==> src/hdl/mcs_pkg.sv <==
// Shared types and constants of the 8051 SFR file and interrupt unit.
// Used by mcs_front, mcs_queue, mcs_back and the top level; no dependencies.
package mcs_pkg;

  localparam int RAM_DEPTH     = 256;
  localparam int RAM_AW        = $clog2(RAM_DEPTH);
  localparam int VECTOR_BASE   = 48;
  localparam int VECTOR_STRIDE = 3;
  localparam int QUEUE_DEPTH   = 2;

  localparam logic [7:0] SFR_FIRST = 8'h80;
  localparam logic [7:0] A_SP  = 8'h81;
  localparam logic [7:0] A_DPL = 8'h82;
  localparam logic [7:0] A_DPH = 8'h83;
  localparam logic [7:0] A_IE  = 8'hA8;
  localparam logic [7:0] A_PSW = 8'hD0;
  localparam logic [7:0] A_ACC = 8'hE0;
  localparam logic [7:0] A_EIE = 8'hE8;
  localparam logic [7:0] A_B   = 8'hF0;
  localparam logic [7:0] A_EIP = 8'hF8;
  localparam logic [7:0] BIT_RAM_BASE = 8'h20;
  localparam logic [7:0] SFR_BIT_MASK = 8'hF8;

  typedef enum logic [3:0] {
    OP_RD_DIRECT = 4'd0,
    OP_WR_DIRECT = 4'd1,
    OP_RD_BIT    = 4'd2,
    OP_WR_BIT    = 4'd3,
    OP_PUSH      = 4'd4,
    OP_POP       = 4'd5,
    OP_SET_CARRY = 4'd6,
    OP_SET_DPTR  = 4'd7,
    OP_RAISE     = 4'd8,
    OP_SERVICE   = 4'd9,
    OP_RETI      = 4'd10,
    OP_TAKE_BLK  = 4'd11
  } op_t;

  typedef struct packed {
    op_t         op;
    logic [7:0]  addr;
    logic [7:0]  data;
    logic [15:0] dptr;
    logic [15:0] pc;
    logic [7:0]  target;
    logic [2:0]  bit_sel;
  } item_t;

  typedef struct packed {
    logic [7:0]  read_data;
    logic        bit_value;
    logic        taken;
    logic [15:0] new_pc;
    logic        fault;
  } result_t;

  function automatic logic [15:0] vector_of(input logic [2:0] line);
    logic [31:0] v;
    v = 32'(VECTOR_BASE) + 32'(VECTOR_STRIDE) * 32'(line);
    return v[15:0];
  endfunction

endpackage

==> src/hdl/mcs_front.sv <==
// Front end: unpacks an input item and resolves its target byte address.
// Depends on mcs_pkg.
module mcs_front (
  input  logic [55:0]         tdata,
  output mcs_pkg::item_t      item
);
  logic [7:0] addr;

  assign addr = tdata[11:4];

  always_comb begin
    item.op      = mcs_pkg::op_t'(tdata[3:0]);
    item.addr    = addr;
    item.data    = tdata[19:12];
    item.dptr    = tdata[35:20];
    item.pc      = tdata[51:36];
    item.bit_sel = addr[2:0];
    item.target  = addr;
    if (item.op == mcs_pkg::OP_RD_BIT || item.op == mcs_pkg::OP_WR_BIT) begin
      item.target = (addr < mcs_pkg::SFR_FIRST) ? (mcs_pkg::BIT_RAM_BASE + {3'b000, addr[7:3]})
                                                : (addr & mcs_pkg::SFR_BIT_MASK);
    end
  end
endmodule

==> src/hdl/mcs_queue.sv <==
// Two-entry queue of decoded items between front and back end.
// Depends on mcs_pkg.
module mcs_queue (
  input  logic           clk,
  input  logic           rst,
  input  logic           push,
  input  mcs_pkg::item_t push_item,
  output logic           full,
  input  logic           pop,
  output logic           empty,
  output mcs_pkg::item_t head
);
  localparam int AW = $clog2(mcs_pkg::QUEUE_DEPTH);

  mcs_pkg::item_t entries [mcs_pkg::QUEUE_DEPTH];
  logic [AW-1:0]  wr_ptr;
  logic [AW-1:0]  rd_ptr;
  logic [AW:0]    count;

  assign full  = count == (AW+1)'(mcs_pkg::QUEUE_DEPTH);
  assign empty = count == '0;
  assign head  = entries[rd_ptr];

  always_ff @(posedge clk) begin
    if (push && !full) begin
      entries[wr_ptr] <= push_item;
    end
  end

  always_ff @(posedge clk) begin
    if (rst) begin
      wr_ptr <= '0;
      rd_ptr <= '0;
      count  <= '0;
    end else begin
      if (push && !full) begin
        wr_ptr <= wr_ptr + 1'b1;
      end
      if (pop && !empty) begin
        rd_ptr <= rd_ptr + 1'b1;
      end
      count <= count + (AW+1)'(push && !full) - (AW+1)'(pop && !empty);
    end
  end
endmodule

==> src/hdl/mcs_back.sv <==
// Back end: internal RAM, SFRs and interrupt unit; executes queued items.
// Depends on mcs_pkg.
module mcs_back (
  input  logic             clk,
  input  logic             rst,
  input  logic             q_empty,
  input  mcs_pkg::item_t   q_head,
  output logic             q_pop,
  output logic             out_valid,
  input  logic             out_ready,
  output mcs_pkg::result_t out_result
);
  typedef enum logic [2:0] {
    S_LOAD  = 3'b001,
    S_EXEC  = 3'b010,
    S_PUSH2 = 3'b100
  } state_t;

  state_t         state;
  mcs_pkg::item_t cur;

  logic [7:0] mem [mcs_pkg::RAM_DEPTH];
  logic [mcs_pkg::RAM_DEPTH-1:0] ram_valid;
  logic [7:0] ram_rdata;
  logic       ram_rvalid;
  logic [7:0] ram_raddr;
  logic       ram_we;
  logic [7:0] ram_waddr;
  logic [7:0] ram_wdata;

  logic [7:0] sp, acc, breg, dpl, dph, ie, eie, eip, pend;
  logic [7:1] psw;
  logic [1:0] lis;
  logic       vblock;

  logic        commit;
  logic [7:0]  sfr_val;
  logic        sfr_ok;
  logic        is_ram;
  logic [7:0]  byte_val;
  logic [7:0]  bit_mask;
  logic [7:0]  wr_val;
  logic        wr_en;
  logic [7:0]  enabled;
  logic [7:0]  cand;
  logic        hi_pass;
  logic        svc_take;
  logic [2:0]  svc_line;
  mcs_pkg::result_t res;

  assign q_pop  = state == S_LOAD && !q_empty;
  assign commit = state == S_EXEC && (!out_valid || out_ready);
  assign ram_raddr = (q_head.op == mcs_pkg::OP_POP) ? sp : q_head.target;

  always_ff @(posedge clk) begin
    if (q_pop) begin
      cur        <= q_head;
      ram_rdata  <= mem[ram_raddr[mcs_pkg::RAM_AW-1:0]];
      ram_rvalid <= ram_valid[ram_raddr[mcs_pkg::RAM_AW-1:0]];
    end
    if (ram_we) begin
      mem[ram_waddr[mcs_pkg::RAM_AW-1:0]] <= ram_wdata;
    end
  end

  always_comb begin
    sfr_ok = 1'b1;
    case (cur.target)
      mcs_pkg::A_SP:  sfr_val = sp;
      mcs_pkg::A_DPL: sfr_val = dpl;
      mcs_pkg::A_DPH: sfr_val = dph;
      mcs_pkg::A_IE:  sfr_val = ie;
      mcs_pkg::A_PSW: sfr_val = {psw, ^acc};
      mcs_pkg::A_ACC: sfr_val = acc;
      mcs_pkg::A_B:   sfr_val = breg;
      mcs_pkg::A_EIE: sfr_val = eie;
      mcs_pkg::A_EIP: sfr_val = eip;
      default: begin
        sfr_val = 8'h00;
        sfr_ok  = 1'b0;
      end
    endcase
    is_ram   = cur.target < mcs_pkg::SFR_FIRST;
    byte_val = is_ram ? (ram_rvalid ? ram_rdata : 8'h00) : sfr_val;
    bit_mask = 8'h01 << cur.bit_sel;
    wr_val   = (cur.op == mcs_pkg::OP_WR_BIT)
               ? (cur.data[0] ? (byte_val | bit_mask) : (byte_val & ~bit_mask))
               : cur.data;
    wr_en    = (cur.op == mcs_pkg::OP_WR_DIRECT || cur.op == mcs_pkg::OP_WR_BIT)
               && (is_ram || sfr_ok);

    enabled  = pend & eie;
    hi_pass  = !lis[1];
    cand     = 8'h00;
    if (ie[7]) begin
      if (!lis[1] && (enabled & eip) != 8'h00) begin
        cand = enabled & eip;
      end else if (lis == 2'b00) begin
        cand    = enabled & ~eip;
        hi_pass = 1'b0;
      end
    end
    svc_take = cur.op == mcs_pkg::OP_SERVICE && cand != 8'h00;
    svc_line = 3'd0;
    for (int i = 7; i >= 0; i--) begin
      if (cand[i]) begin
        svc_line = 3'(i);
      end
    end

    res.read_data = 8'h00;
    res.bit_value = 1'b0;
    res.taken     = 1'b0;
    res.new_pc    = cur.pc;
    res.fault     = 1'b0;
    case (cur.op)
      mcs_pkg::OP_RD_DIRECT: begin
        res.read_data = (is_ram || sfr_ok) ? byte_val : 8'h00;
        res.fault     = !(is_ram || sfr_ok);
      end
      mcs_pkg::OP_WR_DIRECT, mcs_pkg::OP_WR_BIT: begin
        res.fault = !(is_ram || sfr_ok);
      end
      mcs_pkg::OP_RD_BIT: begin
        res.bit_value = byte_val[cur.bit_sel] & (is_ram || sfr_ok);
        res.fault     = !(is_ram || sfr_ok);
      end
      mcs_pkg::OP_POP: begin
        res.read_data = ram_rvalid ? ram_rdata : 8'h00;
      end
      mcs_pkg::OP_SERVICE: begin
        res.taken = svc_take;
        if (svc_take) begin
          res.new_pc = mcs_pkg::vector_of(svc_line);
        end
      end
      mcs_pkg::OP_TAKE_BLK: begin
        res.taken = vblock;
      end
      default: begin
        res.fault = 1'b0;
      end
    endcase

    ram_we    = 1'b0;
    ram_waddr = cur.target;
    ram_wdata = wr_val;
    if (state == S_PUSH2) begin
      ram_we    = 1'b1;
      ram_waddr = sp;
      ram_wdata = cur.pc[15:8];
    end else if (commit) begin
      if (wr_en && is_ram) begin
        ram_we = 1'b1;
      end else if (cur.op == mcs_pkg::OP_PUSH) begin
        ram_we    = 1'b1;
        ram_waddr = sp + 8'd1;
        ram_wdata = cur.data;
      end else if (svc_take) begin
        ram_we    = 1'b1;
        ram_waddr = sp + 8'd1;
        ram_wdata = cur.pc[7:0];
      end
    end
  end

  always_ff @(posedge clk) begin
    if (commit) begin
      out_result <= res;
    end
  end

  always_ff @(posedge clk) begin
    if (rst) begin
      state     <= S_LOAD;
      out_valid <= 1'b0;
      ram_valid <= '0;
      sp <= '0; acc <= '0; breg <= '0; dpl <= '0; dph <= '0;
      ie <= '0; eie <= '0; eip <= '0; pend <= '0; psw <= '0;
      lis <= '0; vblock <= 1'b0;
    end else begin
      if (ram_we) begin
        ram_valid[ram_waddr[mcs_pkg::RAM_AW-1:0]] <= 1'b1;
      end
      if (commit) begin
        out_valid <= 1'b1;
      end else if (out_ready) begin
        out_valid <= 1'b0;
      end
      case (state)
        S_LOAD: begin
          if (q_pop) begin
            state <= S_EXEC;
          end
        end
        S_EXEC: begin
          if (commit) begin
            state <= svc_take ? S_PUSH2 : S_LOAD;
            if (wr_en && !is_ram) begin
              case (cur.target)
                mcs_pkg::A_SP:  sp   <= wr_val;
                mcs_pkg::A_DPL: dpl  <= wr_val;
                mcs_pkg::A_DPH: dph  <= wr_val;
                mcs_pkg::A_IE: begin
                  ie     <= wr_val;
                  vblock <= 1'b1;
                end
                mcs_pkg::A_PSW: psw  <= wr_val[7:1];
                mcs_pkg::A_ACC: acc  <= wr_val;
                mcs_pkg::A_B:   breg <= wr_val;
                mcs_pkg::A_EIE: eie  <= wr_val;
                mcs_pkg::A_EIP: eip  <= wr_val;
                default: sp <= sp;
              endcase
            end
            case (cur.op)
              mcs_pkg::OP_PUSH:      sp <= sp + 8'd1;
              mcs_pkg::OP_POP:       sp <= sp - 8'd1;
              mcs_pkg::OP_SET_CARRY: psw[7] <= cur.data[0];
              mcs_pkg::OP_SET_DPTR: begin
                dpl <= cur.dptr[7:0];
                dph <= cur.dptr[15:8];
              end
              mcs_pkg::OP_RAISE: pend <= pend | cur.data;
              mcs_pkg::OP_SERVICE: begin
                if (svc_take) begin
                  sp   <= sp + 8'd2;
                  pend <= pend & ~(8'h01 << svc_line);
                  lis  <= lis | (hi_pass ? 2'b10 : 2'b01);
                end
              end
              mcs_pkg::OP_RETI: begin
                lis    <= lis[1] ? {1'b0, lis[0]} : 2'b00;
                vblock <= 1'b1;
              end
              mcs_pkg::OP_TAKE_BLK: vblock <= 1'b0;
              default: ;
            endcase
          end
        end
        S_PUSH2: begin
          state <= S_LOAD;
        end
        default: begin
          state <= S_LOAD;
        end
      endcase
    end
  end

  a_push2_after_exec: assert property (@(posedge clk) disable iff (rst)
    state == S_PUSH2 |-> $past(state == S_EXEC))
    else $error("second push without service");
  a_pop_only_load: assert property (@(posedge clk) disable iff (rst)
    q_pop |-> state == S_LOAD)
    else $error("queue popped outside load");
  a_no_write_in_load: assert property (@(posedge clk) disable iff (rst)
    state == S_LOAD |-> !ram_we)
    else $error("RAM written in load");
  a_commit_sets_valid: assert property (@(posedge clk) disable iff (rst)
    commit |=> out_valid)
    else $error("result lost");
endmodule

==> src/hdl/mcs51_sfr_file_interrupt_unit_core.sv <==
// Top level of the 8051 SFR file and interrupt unit.
// Depends on mcs_pkg, mcs_front, mcs_queue and mcs_back.
//
// The back end reads the RAM as it pops an item, then executes and writes;
// a serviced interrupt adds a further state for the second stack push
// through the single RAM write port. A two-entry queue keeps the input side
// accepting while the back end works or the output waits. RAM contents read
// as zero after reset through per-entry valid bits, so no clearing pass.
module mcs51_sfr_file_interrupt_unit_core (
  input  logic        clk,
  input  logic        rst,
  input  logic        s_tvalid,
  output logic        s_tready,
  input  logic [55:0] s_tdata,   // operation, address, data, dptr_value, program_counter
  output logic        m_tvalid,
  input  logic        m_tready,
  output logic [31:0] m_tdata    // read_data, bit_value, taken, new_pc, fault
);
  mcs_pkg::item_t   dec_item;
  mcs_pkg::item_t   q_head;
  mcs_pkg::result_t res;
  logic q_full, q_empty, q_pop;

  mcs_front u_front (
    .tdata (s_tdata),
    .item  (dec_item)
  );

  mcs_queue u_queue (
    .clk       (clk),
    .rst       (rst),
    .push      (s_tvalid),
    .push_item (dec_item),
    .full      (q_full),
    .pop       (q_pop),
    .empty     (q_empty),
    .head      (q_head)
  );

  mcs_back u_back (
    .clk        (clk),
    .rst        (rst),
    .q_empty    (q_empty),
    .q_head     (q_head),
    .q_pop      (q_pop),
    .out_valid  (m_tvalid),
    .out_ready  (m_tready),
    .out_result (res)
  );

  assign s_tready = !q_full;
  assign m_tdata  = {5'b00000, res.fault, res.new_pc, res.taken, res.bit_value, res.read_data};
endmodule

==> config.mk <==
export PLATFORM = sky130hd
export DESIGN_NAME = mcs51_sfr_file_interrupt_unit_core
export DESIGN_NICKNAME = d
export VERILOG_FILES = /design/src/hdl/mcs_pkg.sv /design/src/hdl/mcs_front.sv /design/src/hdl/mcs_queue.sv /design/src/hdl/mcs_back.sv /design/src/hdl/mcs51_sfr_file_interrupt_unit_core.sv
export SDC_FILE = /design/constraint.sdc
export NUM_CORES = 2
export LEC_CHECK = 0
export BUFFER_PORTS_ARGS = -buffer_cell sky130_fd_sc_hd__buf_4
export CAP_MARGIN = 25
export CORE_ASPECT_RATIO = 1.5
export CORE_MARGIN = 8
export CORE_UTILIZATION = 28
export CTS_BUF_LIST = sky130_fd_sc_hd__clkbuf_16
export CTS_CLUSTER_DIAMETER = 30
export CTS_CLUSTER_SIZE = 40
export DETAILED_ROUTE_END_ITERATION = 6
export SYNTH_ARGS = -nofsm -noshare
export SYNTH_HDL_FRONTEND = slang
export SYNTH_SLANG_ARGS = --single-unit
==> constraint.sdc <==
create_clock -name clk -period 17.35 [get_ports clk]
set_input_delay 1.735 -clock clk [delete_from_list [all_inputs] [get_ports clk]]
set_output_delay 1.735 -clock clk [all_outputs]
set_load 0.01 [all_outputs]
==> reports/results.ini <==
[sta]
max_freq_mhz=127
fin_tns_setup_ps=0
clock_skew_ps=77.5
grt_setup_unrepaired=false
setup_viol=0
worstMarginPinSlew_ps=1430
max_slew_margin=0.0456
fin_crit_sh=0.455
drv_slew=0
hold_violations=0
finalCriticalPeriod_ps=7890

[floorplan]
die_w_um=515
die_area_sq_mm=0.393
die_h_um=764
num_rows=274
initial_core_util=0.281
io_pins=94
coreArea_sq_mm=0.371

[detailed_routing]
drt_iter0_markers=6314
drtAntennaViolNets=0
vias=66100
wl_um=300000
wl_per_cell_um=22.9
first_pass_iters=7
drt-vias-per-instance=5.06
drt_drc_violations_left=6

[yosys]
syn_area_per_cell_sq_um=13.3
synthFlopType=edfxtp_1
yosysSeqAreaShare=0.714
synth_top_cell_area_share=0.647
synth_area_sq_mm=0.104
synth_edf_count=2249
ys_warn_count=0
yosys.area.top_type=edfxtp_1
synth.distinct_cells=96
yosys-top-cells-area=edfxtp_1 (65%), dfxtp_1 (6.7%), nand2_1 (5.5%), mux2i_1 (4.7%), a32oi_1 (3.0%)
postSynthCellCount=7820
synthArstFlopShare=0
synth_seq_cells=2596

[placed_design]
hpwl_um=184000
dp_cells=12500
place.port_buffers=84
routabilityCongestion=0.876

[worst_setup_path]
crit_path_end=u_back.ram_rdata[7]
crit_path_start_kind=flip-flop
cp.required_ps=18060
reg2reg_depth=14
worstPathMaxFanout=143
reg2reg_to=u_back.ram_rdata[7]
path_class=reg -> reg
cp-end-kind=flip-flop
rrSetupSlack_ps=9460
crit_arrival_ps=8600

[power_and_ir_drop]
ir_drop_uv=144
power_density_mw_per_mm2=156
power_leakage_nw=39.3

[run_status]
status=finished with violations
violations=design-rule violations

[clocking]
cts_tree=done
cts.hold.buffers_added=0
clock-sinks=2596
clock_latency_ps=870
cts.path.max_buffers=4
cts_buffers=320
cts-resized-gates=0
post-cts-setup-buffers=0
cts_root_buf=clkbuf_16
cts-htree-levels=5
clk_pin_slew_ps=60

[flow_run]
maxCapViolations=0

[global_route]
grt.total_usage=0.145
grt_pass1_vias=65700
grt_antenna_before_repair=7
grt-ovfl-total=0
grt_max_degree=191
grt_pass1_wl_um=436000

[final_layout]
utilization=0.327
instances_no_fill=13100
fin_nets=7927
drive_gt1_frac=0.118
areaGrowthSynthToFinish_pct=16.5

[min_path]
hp-class=reg -> reg

-- layout make-up --
cell class / count / area (sq um)
Inverter: 279 / 1050
Tap cell: 4968 / 6220
Multi-Input combinational cell: 4409 / 26700
Clock inverter: 253 / 2750
Antenna cell: 2 / 5.00
Sequential cell: 2596 / 74500
Clock buffer: 328 / 8210
Timing Repair Buffer: 246 / 2120
Fill cell: 35900 / 250000
-- synth_stat cells, drive strengths merged, types with 6 or more instances --
| library cell | n |
|---|---|
| mux2 | 66 |
| o22ai | 299 |
| o221ai | 8 |
| nor2 | 378 |
| o41a | 14 |
| a221oi | 8 |
| ha | 15 |
| nand3 | 312 |
| or3 | 10 |
| mux4 | 8 |
| a311oi | 6 |
| nor2b | 16 |
| mux2i | 494 |
| a32oi | 353 |
| a211oi | 51 |
| and3 | 48 |
| a21o | 10 |
| xnor2 | 17 |
| nand2b | 13 |
| o21ai | 61 |
| nand2 | 1526 |
| a31oi | 107 |
| dfxtp | 347 |
| nand4 | 61 |
| a22oi | 21 |
| inv | 279 |
| o41ai | 15 |
| a21oi | 165 |
| nor3 | 70 |
| or4 | 10 |
| a31o | 8 |
| nand3b | 27 |
| a41oi | 36 |
| edfxtp | 2249 |
| a222oi | 6 |
| nor4 | 12 |
| clkbuf | 238 |
| or2 | 6 |
| and2 | 22 |
| o211ai | 49 |
| xor2 | 8 |
| buf | 302 |
-- routing by layer --
metal	vias to the layer above	track usage	share of wire
li1	29500	-	-
met1	33000	0.167	0.37
met2	2824	0.252	0.49
met3	788	0.0215	0.066
met4	2	0.0953	0.074
met5	-	0	0.000037
-- where the power goes --
part	internal (mW)	leakage, nW	switching (mW)
logic	1.02	10.9	3.26
registers	7.76	23.1	0.135
clock network	3.90	5.35	2.86
total	12.7	39.3	6.25
-- critical path, stage by stage (launching register included) --
cell,delay (ps)
dfxtp_2,620
buf_4,600
mux2i_1,210
o221ai_1,220
a21boi_4,290
buf_12,490
buf_4,690
buf_12,620
buf_4,800
mux2i_1,170
a32oi_1,440
a41oi_1,270
or4_1,670
nor4_2,980
a31o_2,280
-- sequential cells by signal, indices dropped and copies added, names as in the netlist, 27 cells and up, named ones only --
signal	cells
u_queue.entries	110
u_back.cur	55
u_back.out_result	27
u_back.ram_valid	256
u_back.mem	2048
-- cells in the final DEF (no fill, tap or decap), types with 16 or more instances in the layout --
cell type	n
clkinv_4	24
dfxtp_1	346
clkinv_8	32
xnor2_1	17
a31oi_1	104
and2_1	20
clkinvlp_4	27
nor3_1	65
bufinv_16	21
nor2b_1	16
nand4_1	47
o21ai_0	57
a32oi_1	353
a41oi_1	36
clkinv_1	20
a21oi_1	160
o22ai_1	297
a211oi_1	51
nand3_1	312
nand2_1	1519
clkbuf_16	329
mux2_2	65
nor2_1	366
inv_8	32
and3_1	47
mux2i_1	492
o211ai_1	49
clkinv_2	25
buf_4	216
inv_1	294
inv_6	45
edfxtp_1	2249
nand3b_1	26
a22oi_1	21
-- cell families after synthesis --
logic type,synth area share
flops,0.714
simple gates,0.105
mux,0.0563
buf+inv,0.0336
xor+xnor,0.00210
fa+ha+maj,0.00180
other cells,0.0000359
compound gates,0.0873
-- per-stage QoR --
stage	power (mW)	instance area [sq um]	hold WS (ps)	worst slack, ps
floorplan	10.7	104000	428	2590
global placement	12.2	110000	438	9590
detailed placement	12.3	110000	444	9530
CTS	19.0	121000	458	9470
global route	19.5	122000	465	9270
finish	18.9	122000	456	9460
-- worst min path at each step --
stage	slack, ps	depth (start not counted)	from	end
floorplan	430	2	u_back.dph[1]	u_back.dph[1]
global placement	440	2	u_back.dpl[5]	u_back.dpl[5]
detailed placement	440	2	u_back.dpl[5]	u_back.dpl[5]
CTS	460	2	u_back.dpl[3]	u_back.dpl[3]
global route	460	2	u_back.breg[4]	u_back.breg[4]
finish	460	2	u_back.dph[2]	u_back.dph[2]
Power figures use the tool's default switching activity.
